$ cat config.mk
export PLATFORM = sky130hd
export DESIGN_NAME = utf8_byte_stream_decoder
export DESIGN_NICKNAME = d
export VERILOG_FILES = /design/src/rtl/utf8d_pkg.sv /design/src/rtl/utf8d_step.sv /design/src/rtl/utf8_byte_stream_decoder.sv
export SDC_FILE = /design/constraint.sdc
export NUM_CORES = 1
export LEC_CHECK = 0
export BUFFER_PORTS_ARGS = -buffer_cell sky130_fd_sc_hd__buf_4
export CAP_MARGIN = 40
export CORE_MARGIN = 2
export CORE_UTILIZATION = 52
export DETAILED_ROUTE_END_ITERATION = 12
export PLACE_DENSITY = 0.76
export SLEW_MARGIN = 40
export SYNTH_ARGS = -nofsm -noshare
export SYNTH_HDL_FRONTEND = slang
export SYNTH_HIERARCHICAL = 1
export SYNTH_SLANG_ARGS = --single-unit
export TNS_END_PERCENT = 100
$ cat constraint.sdc
create_clock -name clk -period 2.6 [get_ports clk]
set_input_delay 0.52 -clock clk [delete_from_list [all_inputs] [get_ports clk]]
set_output_delay 0.52 -clock clk [all_outputs]
set_load 0.02 [all_outputs]
$ cat src/rtl/utf8d_pkg.sv
// Package for the UTF-8 byte stream decoder: status codes, automaton states,
// byte class table and state transition table.
// No dependencies.
`default_nettype none

package utf8d_pkg;

  // Result status codes
  typedef enum logic [1:0] {
    STAT_INCOMPLETE = 2'd0,
    STAT_COMPLETE   = 2'd1,
    STAT_ERROR      = 2'd2
  } status_t;

  localparam int unsigned BYTE_W  = 8;
  localparam int unsigned CP_W    = 21;
  localparam int unsigned STATE_W = 4;
  localparam int unsigned CLASS_W = 4;
  localparam int unsigned NUM_STATES  = 9;
  localparam int unsigned NUM_CLASSES = 12;

  localparam logic [STATE_W-1:0] ST_ACCEPT = 4'd0;
  localparam logic [STATE_W-1:0] ST_REJECT = 4'd1;

  localparam logic [CP_W-1:0] CP_REPLACEMENT = 21'h00FFFD;
  localparam logic [5:0]      CONT_MASK      = 6'h3F;
  localparam logic [7:0]      LEAD_MASK      = 8'hFF;

  // Transition table, rows are states, columns are byte classes
  localparam logic [STATE_W-1:0] NEXT_ST [NUM_STATES][NUM_CLASSES] = '{
    '{4'd0, 4'd1, 4'd2, 4'd3, 4'd5, 4'd8, 4'd7, 4'd1, 4'd1, 4'd1, 4'd4, 4'd6},
    '{4'd1, 4'd1, 4'd1, 4'd1, 4'd1, 4'd1, 4'd1, 4'd1, 4'd1, 4'd1, 4'd1, 4'd1},
    '{4'd1, 4'd0, 4'd1, 4'd1, 4'd1, 4'd1, 4'd1, 4'd0, 4'd1, 4'd0, 4'd1, 4'd1},
    '{4'd1, 4'd2, 4'd1, 4'd1, 4'd1, 4'd1, 4'd1, 4'd2, 4'd1, 4'd2, 4'd1, 4'd1},
    '{4'd1, 4'd1, 4'd1, 4'd1, 4'd1, 4'd1, 4'd1, 4'd2, 4'd1, 4'd1, 4'd1, 4'd1},
    '{4'd1, 4'd2, 4'd1, 4'd1, 4'd1, 4'd1, 4'd1, 4'd1, 4'd1, 4'd2, 4'd1, 4'd1},
    '{4'd1, 4'd1, 4'd1, 4'd1, 4'd1, 4'd1, 4'd1, 4'd3, 4'd1, 4'd3, 4'd1, 4'd1},
    '{4'd1, 4'd3, 4'd1, 4'd1, 4'd1, 4'd1, 4'd1, 4'd3, 4'd1, 4'd3, 4'd1, 4'd1},
    '{4'd1, 4'd3, 4'd1, 4'd1, 4'd1, 4'd1, 4'd1, 4'd1, 4'd1, 4'd1, 4'd1, 4'd1}
  };

  // Map a raw byte to its character class
  function automatic logic [CLASS_W-1:0] byte_class(input logic [BYTE_W-1:0] b);
    logic [CLASS_W-1:0] cls;
    case (b) inside
      [8'h00:8'h7F]: cls = 4'd0;
      [8'h80:8'h8F]: cls = 4'd1;
      [8'h90:8'h9F]: cls = 4'd9;
      [8'hA0:8'hBF]: cls = 4'd7;
      8'hC0, 8'hC1:  cls = 4'd8;
      [8'hC2:8'hDF]: cls = 4'd2;
      8'hE0:         cls = 4'd10;
      8'hED:         cls = 4'd4;
      [8'hE1:8'hEF]: cls = 4'd3;
      8'hF0:         cls = 4'd11;
      [8'hF1:8'hF3]: cls = 4'd6;
      8'hF4:         cls = 4'd5;
      default:       cls = 4'd8;
    endcase
    return cls;
  endfunction

  // Next automaton state; codes past the table lead to reject
  function automatic logic [STATE_W-1:0] next_state(input logic [STATE_W-1:0] st,
                                                    input logic [CLASS_W-1:0] cls);
    logic [STATE_W-1:0] nst;
    if (st < STATE_W'(NUM_STATES) && cls < CLASS_W'(NUM_CLASSES)) begin
      nst = NEXT_ST[st][cls];
    end else begin
      nst = ST_REJECT;
    end
    return nst;
  endfunction

  // Outcome of one decode step
  typedef struct packed {
    status_t           status;
    logic [CP_W-1:0]    code_point;
    logic [STATE_W-1:0] state_nxt;
    logic [CP_W-1:0]    acc_nxt;
  } step_res_t;

endpackage

`default_nettype wire

$ cat src/rtl/utf8d_step.sv
// Combinational decode step: classifies one byte, advances the automaton
// and assembles the code point. Depends on utf8d_pkg.
`default_nettype none

module utf8d_step
  import utf8d_pkg::*;
(
  input  wire logic [BYTE_W-1:0]  byte_i,
  input  wire logic [STATE_W-1:0] state_i,
  input  wire logic [CP_W-1:0]    acc_i,
  output step_res_t               res_o
);

  logic [CLASS_W-1:0] cls;
  logic [STATE_W-1:0] nst;
  logic [CP_W-1:0]    acc_new;
  logic [7:0]         lead_bits;

  // Classify and look up the transition
  assign cls = byte_class(byte_i);
  assign nst = next_state(state_i, cls);

  // Lead byte keeps its payload bits, continuation appends six bits
  assign lead_bits = (LEAD_MASK >> cls) & byte_i;

  always_comb begin
    if (state_i != ST_ACCEPT) begin
      acc_new = {acc_i[CP_W-7:0], byte_i[5:0] & CONT_MASK};
    end else begin
      acc_new = {{(CP_W-8){1'b0}}, lead_bits};
    end
  end

  // Form the result and the state left behind
  always_comb begin
    if (nst == ST_ACCEPT) begin
      res_o.status     = STAT_COMPLETE;
      res_o.code_point = acc_new;
      res_o.state_nxt  = ST_ACCEPT;
      res_o.acc_nxt    = acc_new;
    end else if (nst == ST_REJECT) begin
      res_o.status     = STAT_ERROR;
      res_o.code_point = CP_REPLACEMENT;
      res_o.state_nxt  = ST_ACCEPT;
      res_o.acc_nxt    = '0;
    end else begin
      res_o.status     = STAT_INCOMPLETE;
      res_o.code_point = '0;
      res_o.state_nxt  = nst;
      res_o.acc_nxt    = acc_new;
    end
  end

endmodule

`default_nettype wire

$ cat src/rtl/utf8_byte_stream_decoder.sv
// UTF-8 byte stream decoder, top level: input register, decode step and
// result register. Depends on utf8d_pkg and utf8d_step.
`default_nettype none

// Accepts one UTF-8 byte per cycle and returns exactly one result item per
// byte: status complete with the code point, status error with U+FFFD (the
// bad byte is consumed and decoding restarts), or status incomplete with a
// zero code point. Throughput is one item per cycle while the result side
// does not stall, set by the update of the automaton state and code point
// registers. A byte is held in the input register, decoded, and its result
// is stored in the result register until accepted. Back-pressure on the
// result side stalls the input register, which then deasserts in_tready.
module utf8_byte_stream_decoder
  import utf8d_pkg::*;
(
  input  wire logic        clk,
  input  wire logic        rst_n,
  // in_tdata: [7:0] in_byte
  input  wire logic [7:0]  in_tdata,
  input  wire logic        in_tvalid,
  output logic             in_tready,
  // out_tdata: [20:0] code_point, [23:21] zero
  output logic [23:0]      out_tdata,
  // out_tuser: [1:0] status
  output logic [1:0]       out_tuser,
  output logic             out_tvalid,
  input  wire logic        out_tready
);

  logic               in_valid_r;
  logic [BYTE_W-1:0]  in_byte_r;
  logic [STATE_W-1:0] dfa_state_r;
  logic [CP_W-1:0]    acc_r;
  logic               out_valid_r;
  status_t            out_status_r;
  logic [CP_W-1:0]    out_cp_r;
  logic               advance;
  step_res_t          step;

  // Move an item into the result register when it is free or being taken
  assign advance   = in_valid_r && (!out_valid_r || out_tready);
  assign in_tready = !in_valid_r || advance;

  // Hold the incoming byte
  always_ff @(posedge clk) begin
    if (!rst_n) begin
      in_valid_r <= 1'b0;
    end else if (in_tready) begin
      in_valid_r <= in_tvalid;
    end
  end

  always_ff @(posedge clk) begin
    if (in_tready && in_tvalid) begin
      in_byte_r <= in_tdata;
    end
  end

  utf8d_step u_step (
    .byte_i  (in_byte_r),
    .state_i (dfa_state_r),
    .acc_i   (acc_r),
    .res_o   (step)
  );

  // Advance the automaton once per item
  always_ff @(posedge clk) begin
    if (!rst_n) begin
      dfa_state_r <= ST_ACCEPT;
      acc_r       <= '0;
    end else if (advance) begin
      dfa_state_r <= step.state_nxt;
      acc_r       <= step.acc_nxt;
    end
  end

  // Result register
  always_ff @(posedge clk) begin
    if (!rst_n) begin
      out_valid_r <= 1'b0;
    end else if (advance) begin
      out_valid_r <= 1'b1;
    end else if (out_tready) begin
      out_valid_r <= 1'b0;
    end
  end

  always_ff @(posedge clk) begin
    if (advance) begin
      out_status_r <= step.status;
      out_cp_r     <= step.code_point;
    end
  end

  assign out_tvalid = out_valid_r;
  assign out_tdata  = {3'b000, out_cp_r};
  assign out_tuser  = out_status_r;

endmodule

`default_nettype wire

==> results.md, run 1 <==
- Die area: between 6000 and 7000 µm²
- Slew Limit Fails: 0
- Leakage: 1.29 nW
- Via count: approximately 2300
- GPL Wtd Cong: about 0.88
- RSZ-0062 raised after global routing: true
- Worst IR drop on VDD: 283 µV
- Status: complete, but fails checks
- Worst hold path startpoint: in_tdata[2]
- Min-Delay Endpoint: in_byte_r[2]$_DFFE_PP_
- WP data required: between 2 and 3 ns
- Setup_tns: -6.98 ns
- CTS tree: built
- Combinational power share: 0.276
- Fin util: 0.657
- Pre-antenna DRT Iters: 4
- Syn Std Cell Area: 2870 µm²
- Worst-Skew Late Latency: 0.31 ns
- CTS H-tree lvls: 2
- Pwr Total: 2.05 mW
- Fmax achieved: between 0.3 and 0.4 GHz
- GRT overflow: 0
- Crit path kind: reg2reg
- Failing checks: negative setup slack
- GRT Util Overall: 0.206
- Clock Skew: about 0.0052 ns
- I/O Buffers: 36
- Power Internal: 1.43 mW
- First-pass GRT wire length: just over 10000 µm
- Clock-pin slew on the worst setup and hold paths: 0.09 ns
- Final ANT Viol Nets: 0
- Slowest stage delay, CP: roughly 0.54 ns
- Sw Ratio: 0.302
- Vias in the first global route: ~2100
- Fin crit share: 1.08
- Worst slew pin tran: approximately 0.54 ns
- Clk buf depth: 2
- Starting Density: 0.532
- Critical Path End Type: flip-flop
- Layout area overhead: 23.6%
- Critical path peak fanout: 8
- Crit-path slowest cell: or4_1
- WL per Instance: 15.0 µm
- Seq pwr share: 0.467
- IO Count: 40
- Hold_ws: roughly 0.38 ns
- Critical Path, Cell by Cell: or4_1 > a21o_1 > a2111oi_4 > buf_4 > buf_6 > nand4_1 > nand3_4 > a21oi_4 > clkbuf_16 > a21oi_2 > nand2_1 > mux2i_1
- Chip width: 78.3 µm
- Maxcap violations: 0
- DR iter-0 viols: 212
- Final worst slack: -0.214 ns
- Critical Path Source Type: flip-flop
- Die height: slightly below 80 µm
- Layout cells sized above 1: 0.353
- Final Hold Vio Count: 0
- Ant diodes: 0
- Layout Nets: between 300 and 400
- Post-Layout Cell Count: between 400 and 500
- Dpl cells: around 390
- Worst R2R Start: in_byte_r[2]$_DFFE_PP_
- Largest net degree at the start of global routing: 43
- Reg-to-Reg End: acc_r[3]$_SDFFE_PN0P_
- Clock sinks: 52
- R2r setup slk: -0.21 ns
- Hold Path Class: in2reg
- Post-DP HPWL: ~3700 µm
- Slew HR: 0.639
- Number of cells produced by synthesis: between 200 and 300
- Fin crit period: roughly 2.8 ns
- Core area: 5410 µm²
- Clock power share: 0.256
- Overall routed net length: about 6100 µm
- Yosys warnings: 6
- TritonCTS buffer count: 5
- Placement Setup Slack: -0.188 ns
- Via/cell ratio: between 5 and 6
- Arr. time, crit path: 3.06 ns
- Post-route design area: approximately 3600 µm²
- Initial antenna violation count: 0
- Power density over the cells: between 500 and 600 nW/µm²
- DRC errors left: 0
- DP Area: around 3300 µm²
- Std cell rows: 27
- Clock Tree Root: clkbuf_8
- Worst R2R Path Depth: 12
- Syn Area/Cell: roughly 10 µm²
- P_sw: slightly above 600 µW
- Final setup violation count: 39
- Worst hold path depth: 1
final cells by class:
class / instances / area, µm²
fillers: 434 / 1850
clock inverters: 1 / 8.76
multi-input cells: 204 / 1420
well taps: 72 / 90.1
repair buffers: 67 / 574
flip-flops and latches: 52 / 1350
inverters: 3 / 11.3
clock buffers: 7 / 97.6
sequential cells by signal, summed over array words and instances (netlist names):
signal / flops
out_tvalid: 1
out_tuser: 2
dfa_state_r: 4
in_byte_r: 8
in_valid_r: 1
acc_r: 15
out_cp_r: 21
worst max path at each step:
stage,start,to,slack (ns),cells past startpoint
after global placement,in_byte_r[2]$_DFFE_PP_,out_cp_r[16]$_DFFE_PP_,-0.10,8
final,in_byte_r[2]$_DFFE_PP_,acc_r[3]$_SDFFE_PN0P_,-0.21,12
after floorplan,in_byte_r[2]$_DFFE_PP_,out_cp_r[0]$_DFFE_PP_,-0.07,11
after CTS,in_byte_r[2]$_DFFE_PP_,acc_r[6]$_SDFFE_PN0P_,-0.15,11
after global routing,in_byte_r[2]$_DFFE_PP_,acc_r[13]$_SDFFE_PN0P_,-0.34,12
after detailed placement,in_byte_r[2]$_DFFE_PP_,acc_r[6]$_SDFFE_PN0P_,-0.19,11
critical path, delay by kind of cell, from the launching register on:
| family | cells | cell delay (ns) |
|---|---|---|
| AO/OA/AOI/OAI | 4 | 0.80 |
| AND/OR/NAND/NOR | 4 | 0.87 |
| multiplexers | 1 | 0.13 |
| flip-flops | 1 | 0.44 |
| buffers and inverters | 3 | 0.50 |
timing repair:
item / CTS / global route
resized for setup: 9 / 11
endpoints found under the setup margin: 39 / 40
pin swaps: 3 / 8
hold buffers: 0 / 0
gates cloned: 0 / 1
setup buffers: 3 / 1
layout by cell type (no fill, tap or decap), drive strengths merged, types with 7 or more instances in the layout:
| cell | instances |
|---|---|
| nor2 | 12 |
| nor3 | 7 |
| dfxtp | 21 |
| mux2i | 21 |
| a21oi | 37 |
| o21ai | 9 |
| clkbuf | 8 |
| nand2 | 62 |
| buf | 66 |
| edfxtp | 31 |
power by group through the flow:
stage	sequential (mW)	clock [mW]	combinational [mW]
3_3_place_gp	0.977	0	0.492
4_1_cts	0.959	0.540	0.520
3_5_place_dp	0.978	0	0.500
6_report	0.960	0.526	0.567
2_1_floorplan	1.01	0	0.341
5_1_grt	0.966	0.571	0.610
routing by layer:
layer | part of all wire | vias to the layer above | GRT usage
met2 | 0.48 | 80 | 0.316
met1 | 0.44 | 1062 | 0.285
met3 | 0.057 | 16 | 0.0345
li1 | - | 1108 | -
met4 | 0.025 | 0 | 0.0965
met5 | 0 | - | 0
(Power assumes the default switching activity.)
==> inputs of run 2 (changes only) <==
Settings changed: BUFFER_PORTS_ARGS -buffer_cell sky130_fd_sc_hd__buf_4 to -buffer_cell sky130_fd_sc_hd__clkbuf_2, CAP_MARGIN 40 to unset.
==> run 2 against run 1 <==
  * The run still ends with negative setup slack left
  * Sequential cell count stayed put
  * Worst hold slack better by 0.0064 ns
  * Fmax is 5.6% lower
  * Sequential share of layout area is 2.5 points lower
  * Via count is 13% higher
  * Setup slack worse by 0.17 ns
  * Cell area is 6.9% higher
  * Non-clock buffer count is 17 higher
  * Clock power is 9.5% lower
  * Utilization is 4.6 points higher
  * Largest cell class unchanged
  * Global-route usage is 2.8 points higher
==> results.md, run 2 (same netlist as run 1, synthesis figures left out) <==
- IO Count: 40 (unchanged)
- Pre-antenna DRT Iters: 5 (+1)
- Largest register by flop count: out_cp_r
- First-pass GRT wire length: 11400 µm (+12%)
- GR Layer Usage met3: 0.0333 (-0.00115)
- Power density over the cells: 573 nW/µm² (-0.86%)
- Met2 track utilization from global routing: 0.388 (+0.0716)
- Clk buf depth: 2 (unchanged)
- Initial antenna violation count: 0 (unchanged)
- Arr. time, crit path: 3.21 ns (+0.15 ns)
- Final Hold Vio Count: 0 (unchanged)
- Setup_tns: -10.09 ns (-3.11 ns)
- DR iter-0 viols: 367 (+73%)
- FILL cells: 353 (-19%)
- Largest net degree at the start of global routing: 43 (unchanged)
- Slew HR: 0.491 (-0.148)
- Post-DP HPWL: 3820 µm (+2.0%)
- Die area: 6140 µm² (unchanged)
- Maxcap violations: 0 (unchanged)
- Biggest regs: out_cp_r: 21 flops, acc_r: 15 flops, in_byte_r: 8 flops
- Final worst slack: -0.379 ns (-0.165 ns)
- TritonCTS buffer count: 5 (unchanged)
- Met1 usage: 0.323 (+0.0374)
- Clock Skew: 0.00471 ns (-0.000523 ns)
- GRT overflow: 0 (unchanged)
- Std cell rows: 27 (unchanged)
- Fin crit share: 1.15 (+0.0637)
- Gr busiest metal: met2
- GPL Wtd Cong: 0.956 (+8.9%)
- Chip width: 78.3 µm (unchanged)
- DRC errors left: 0 (unchanged)
- Pwr Total: 2.18 mW (+6.0%)
- Leakage: 1.40 nW (+8.2%)
- WP data required: 2.83 ns (-0.02 ns)
- Fin crit period: 2.98 ns (+0.165 ns)
- Clock sinks: 52 (unchanged)
- Critical Path Source Type: flip-flop
- Layout area overhead: 32.2%
- Critical path peak fanout: 11 (+3)
- Status: complete, but fails checks
- Core area: 5410 µm² (unchanged)
- Clock Tree Root: clkbuf_8
- CTS H-tree lvls: 2 (unchanged)
- Layout cells sized above 1: 0.458 (+0.104)
- Hold Path Class: in2reg
- GRT Util Overall: 0.234 (+0.0282)
- Final setup violation count: 40 (+2.6%)
- Overall routed net length: 7930 µm (+30%)
- Vias in the first global route: 2309 (+9.9%)
- Layout Nets: 365 (+5.8%)
- Failing checks: negative setup slack
- Max FFs per register: 21 (unchanged)
- CTS tree: built
- Worst-Skew Late Latency: 0.31 ns (about the same)
- WL per Instance: 18.6 µm (+24%)
- Slew Limit Fails: 0 (unchanged)
- Most common cell after layout, fill and taps aside: nand2_1
- Via/cell ratio: 5.99 (+7.2%)
- Clock-pin slew on the worst setup and hold paths: 0.09 ns (about the same)
- # hold bufs at CTS: 0 (unchanged)
- I/O Buffers: 36 (unchanged)
- Die height: 78.3 µm (unchanged)
- Starting Density: 0.532 (unchanged)
- Critical Path End Type: flip-flop
- Crit path kind: reg2reg
- RSZ-0062 raised after global routing: true
- Worst IR drop on VDD: 423 µV (+49%)
- Final ANT Viol Nets: 0 (unchanged)
- Ant diodes: 0 (unchanged)
- Worst slew pin tran: 0.763 ns (+0.222 ns)
- Via count: 2550 (+13%)
- Fmax achieved: 0.336 GHz (-5.6%)
- Commonest cells after routing, fill and taps aside: 60 x nand2_1, 36 x clkbuf_2, 35 x buf_4
## run 2: final timing paths
| kind | end | from | cells after the start | slack [ns] |
|---|---|---|---|---|
| max | acc_r[0]$_SDFFE_PN0P_ | in_byte_r[2]$_DFFE_PP_ | 11 | -0.38 |
| min | in_byte_r[4]$_DFFE_PP_ | in_tdata[4] | 1 | 0.38 |
| max reg2reg | acc_r[0]$_SDFFE_PN0P_ | in_byte_r[2]$_DFFE_PP_ | 11 | -0.38 |
| min reg2reg | acc_r[10]$_SDFFE_PN0P_ | acc_r[10]$_SDFFE_PN0P_ | 2 | 0.47 |
## run 2: area by class of cell
| type | instances | area (µm²) | share of cell area |
|---|---|---|---|
| Multi-Input combinational cell | 207 | 1600 | 0.420 |
| Sequential cell | 52 | 1350 | 0.356 |
| Timing Repair Buffer | 84 | 659 | 0.174 |
| Tap cell | 72 | 90.1 | 0.0237 |
| Clock buffer | 5 | 68.8 | 0.0181 |
| Clock inverter | 3 | 22.5 | 0.00593 |
| Inverter | 3 | 11.3 | 0.00296 |
## run 2: what timing repair did
| action | in CTS | in global routing |
|---|---|---|
| resized for setup | 45 | 20 |
| pin swaps | 17 | 17 |
| endpoints found under the hold margin | 0 | 0 |
| endpoints found under the setup margin | 39 | 40 |
| gates cloned | 5 | 2 |
| setup buffers | 10 | 3 |
## run 2: worst max-delay path: stages (launching register included)
cell	delay, ns
edfxtp_1	0.44
or4_4	0.60
buf_6	0.15
a211oi_4	0.24
o22ai_4	0.14
o22a_1	0.25
o311ai_4	0.32
nand2_4	0.14
clkbuf_16	0.21
a21oi_2	0.13
nand2_1	0.07
mux2i_1	0.19
## run 2: per-stage QoR
stage,hold WS (ns),worst slack (ns),area (µm²),std cells,utilization
finish,0.381,-0.379,3800,426,0.703
global route,0.374,-0.412,3800,426,0.703
CTS,0.372,-0.160,3650,422,0.676
detailed placement,0.449,-0.224,3210,399,0.594
global placement,0.443,-0.159,3210,399,0.594
floorplan,0.434,-0.0747,2900,288,-
## run 2: per-layer routing
layer / part of all wire / wire (µm)
met1: 0.42 / 3300
met2: 0.47 / 3770
met3: 0.074 / 590
met4: 0.034 / 272
met5: 0 / 0
## run 2: where the power goes
part	switching, mW	total (mW)	leakage (nW)	internal, mW
combinational	0.425	0.742	0.884	0.318
sequential	0.0236	0.959	0.467	0.935
clock	0.282	0.476	0.0485	0.193
==> inputs of run 3 (changes only) <==
Settings changed: CORE_UTILIZATION 52 to 54, CTS_BUF_LIST set to sky130_fd_sc_hd__clkbuf_8, PLACE_DENSITY 0.76 to 0.78, REMOVE_ABC_BUFFERS set to 1.
==> run 3 against run 2 <==
  * The run still ends with negative setup slack left
  * Combinational power down 8.6%
  * Via count rose by 0.16%
  * Clock power rose by 17%
  * Wire length decreased by 3.0%
  * Sequential cell count is the same
  * Critical path depth increased by 1
  * Utilization rose by 3.0 points
  * Non-clock buffer count rose by 4
  * Die area shrank 3.5%
  * Critical path type unchanged
  * Critical endpoint is now acc_r[9]$_SDFFE_PN0P_
  * Highest routed layer unchanged
==> results.md, run 3 (same netlist as run 1, synthesis figures left out) <==
- Final worst slack: -0.363 ns (+0.0167 ns)
- Worst-Skew Late Latency: 0.31 ns (about the same)
- CTS H-tree lvls: 2 (unchanged)
- Critical Path, Cell by Cell: or4_4 > nor3_4 > a2111oi_4 > buf_6 > or4_4 > nand3_4 > a21oi_4 > buf_6 > buf_12 > a21oi_2 > nand2_1 > mux2i_1
- Initial antenna violation count: 0 (unchanged)
- Slew Limit Fails: 0 (unchanged)
- Worst slew pin tran: 0.790 ns (+0.0271 ns)
- Sw Ratio: 0.314 (-0.0218)
- Ant diodes: 0 (unchanged)
- Seq pwr share: 0.438 (-0.003)
- Die area: 5920 µm² (-3.5%)
- Fin crit period: 2.96 ns (-0.0167 ns)
- Worst path depth: 12 (+1)
- Final Hold Vio Count: 0 (unchanged)
- Clock power share: 0.253 (+0.035)
- DRC errors left: 0 (unchanged)
- Chip width: 77.0 µm (-1.8%)
- Slowest stage delay, CP: 0.60 ns (about the same)
- Worst R2R Start: in_byte_r[2]$_DFFE_PP_
- # hold bufs at CTS: 0 (unchanged)
- TritonCTS buffer count: 5 (unchanged)
- Starting Density: 0.563 (+0.0310)
- Critical Path Sink: acc_r[9]$_SDFFE_PN0P_
- Biggest regs: out_cp_r: 21 flops, acc_r: 15 flops, in_byte_r: 8 flops
- Via/cell ratio: 5.97 (-0.31%)
- WP data required: 2.82 ns (about the same)
- P_sw: 689 µW (-5.6%)
- Crit-path slowest cell: or4_4
- Reg-to-Reg End: acc_r[9]$_SDFFE_PN0P_
- Post-Layout Cell Count: 428 (+0.47%)
- Worst R2R Path Depth: 12 (+1)
- Clock-pin slew on the worst setup and hold paths: 0.09 ns (about the same)
- IO Count: 40 (unchanged)
- R2r setup slk: -0.36 ns (+0.02 ns)
- Clk buf depth: 2 (unchanged)
- CP startpoint: in_byte_r[2]$_DFFE_PP_
- Max FFs per register: 21 (unchanged)
- GRT overflow: 0 (unchanged)
- Maxcap violations: 0 (unchanged)
- Worst hold path startpoint: in_tdata[6]
- Via count: 2554 (+0.16%)
- Pwr Total: 2.20 mW (+0.92%)
- Fin crit share: 1.14 (-0.00641)
- Combinational power share: 0.309 (-0.032)
- Die height: 77.0 µm (-1.8%)
- Dpl cells: 400 (+0.25%)
- Pre-antenna DRT Iters: 5 (unchanged)
- Layout area overhead: 30.3%
- DR iter-0 viols: 331 (-9.8%)
- Slew HR: 0.473 (-0.0181)
- Layout Nets: 369 (+1.1%)
- Leakage: 1.41 nW (+0.88%)
- Failing checks: negative setup slack
- Hold Path Class: in2reg
- Largest register by flop count: out_cp_r
- Buf/Inv on CP: 3 (+1)
- Overall routed net length: 7690 µm (-3.0%)
- Layout cells sized above 1: 0.439 (-0.0191)
- Post-DP HPWL: 3970 µm (+4.0%)
- CTS tree: built
- Final ANT Viol Nets: 0 (unchanged)
- Core area: 5110 µm² (-5.5%)
- Power density over the cells: 587 nW/µm² (+2.4%)
- Final setup violation count: 40 (unchanged)
- First-pass GRT wire length: 11600 µm (+1.7%)
- RSZ-0062 raised after global routing: true
- Crit path kind: reg2reg
- Critical Path Source Type: flip-flop
- Power Internal: 1.51 mW (+4.2%)
- Clock Skew: 0.00443 ns (-0.000278 ns)
- Vias in the first global route: 2441 (+5.7%)
- Commonest cells after routing, fill and taps aside: 60 x nand2_1, 42 x buf_4, 36 x clkbuf_2
- Critical path peak fanout: 8 (-3)
- Std cell rows: 26 (-3.7%)
- Critical Path End Type: flip-flop
- Status: complete, but fails checks
- Fmax achieved: 0.338 GHz (+0.56%)
- Largest net degree at the start of global routing: 43 (unchanged)
- I/O Buffers: 36 (unchanged)
- Arr. time, crit path: 3.18 ns (-0.03 ns)
- GRT Util Overall: 0.247 (+0.0127)
- Clock Tree Root: clkbuf_8
- Clock sinks: 52 (unchanged)
- GPL Wtd Cong: 0.873 (-8.7%)
- Worst IR drop on VDD: 274 µV (-35%)
- CP top delay family: simple AND/OR/NAND/NOR gates
- WL per Instance: 18.0 µm (-3.4%)
- Most common cell after layout, fill and taps aside: nand2_1
## run 3: changes by cell type in the layout (fill, tap and decap cells not counted), sizes merged
cell	delta
buf	+6
clkbuf	-2
clkinv	-2
inv	+1
bufinv	+1
## run 3: power by group through the flow
stage               registers, mW  clock network (mW)  logic, mW
finish                      0.962               0.557      0.678
global route                0.967               0.599      0.712
detailed placement          0.978                   0      0.496
CTS                         0.960               0.563      0.622
global placement            0.976                   0      0.490
floorplan                    1.02                   0      0.250
## run 3: how the worst min path moves through the flow
stage                                   to  slack [ns]  depth (start not counted)
finish              in_byte_r[6]$_DFFE_PP_        0.38                          1
global route        in_byte_r[6]$_DFFE_PP_        0.36                          1
CTS                 in_byte_r[6]$_DFFE_PP_        0.38                          1
detailed placement   acc_r[2]$_SDFFE_PN0P_        0.45                          2
global placement    acc_r[12]$_SDFFE_PN0P_        0.44                          2
floorplan            acc_r[0]$_SDFFE_PN0P_        0.43                          2
## run 3: cell type report
type                       instances  area, µm²
fill                             336       1360
sequential                        52       1350
inverter                           3       11.3
multi-input combinational        207       1550
tap                               70       87.6
timing repair buffer              88        638
clock inverter                     3       42.5
clock buffer                       5       68.8
## run 3: layer usage
metal,up-vias,share of wire,track usage
met5,-,0,0
met4,0,0.025,0.127
met3,23,0.070,0.0518
met2,147,0.50,0.409
met1,1233,0.40,0.303
li1,1151,-,-
## run 3: metrics by stage
step | instance area (µm²) | hold WS, ns | TNS (ns) | setup WS [ns] | utilization
after floorplan | 2670 | 0.434 | -17.57 | -0.687 | -
after global placement | 3240 | 0.444 | -6.34 | -0.199 | 0.635
after detailed placement | 3240 | 0.447 | -7.94 | -0.279 | 0.635
after CTS | 3630 | 0.375 | -6.84 | -0.230 | 0.711
after global routing | 3740 | 0.363 | -13.15 | -0.492 | 0.733
final | 3740 | 0.379 | -9.54 | -0.363 | 0.733
## run 3: repair_timing
action,4_1_cts,5_1_grt
setup buffers,11,6
cloned,4,1
setup endpoints to repair,40,40
pin swaps,28,10
resized for setup,29,20
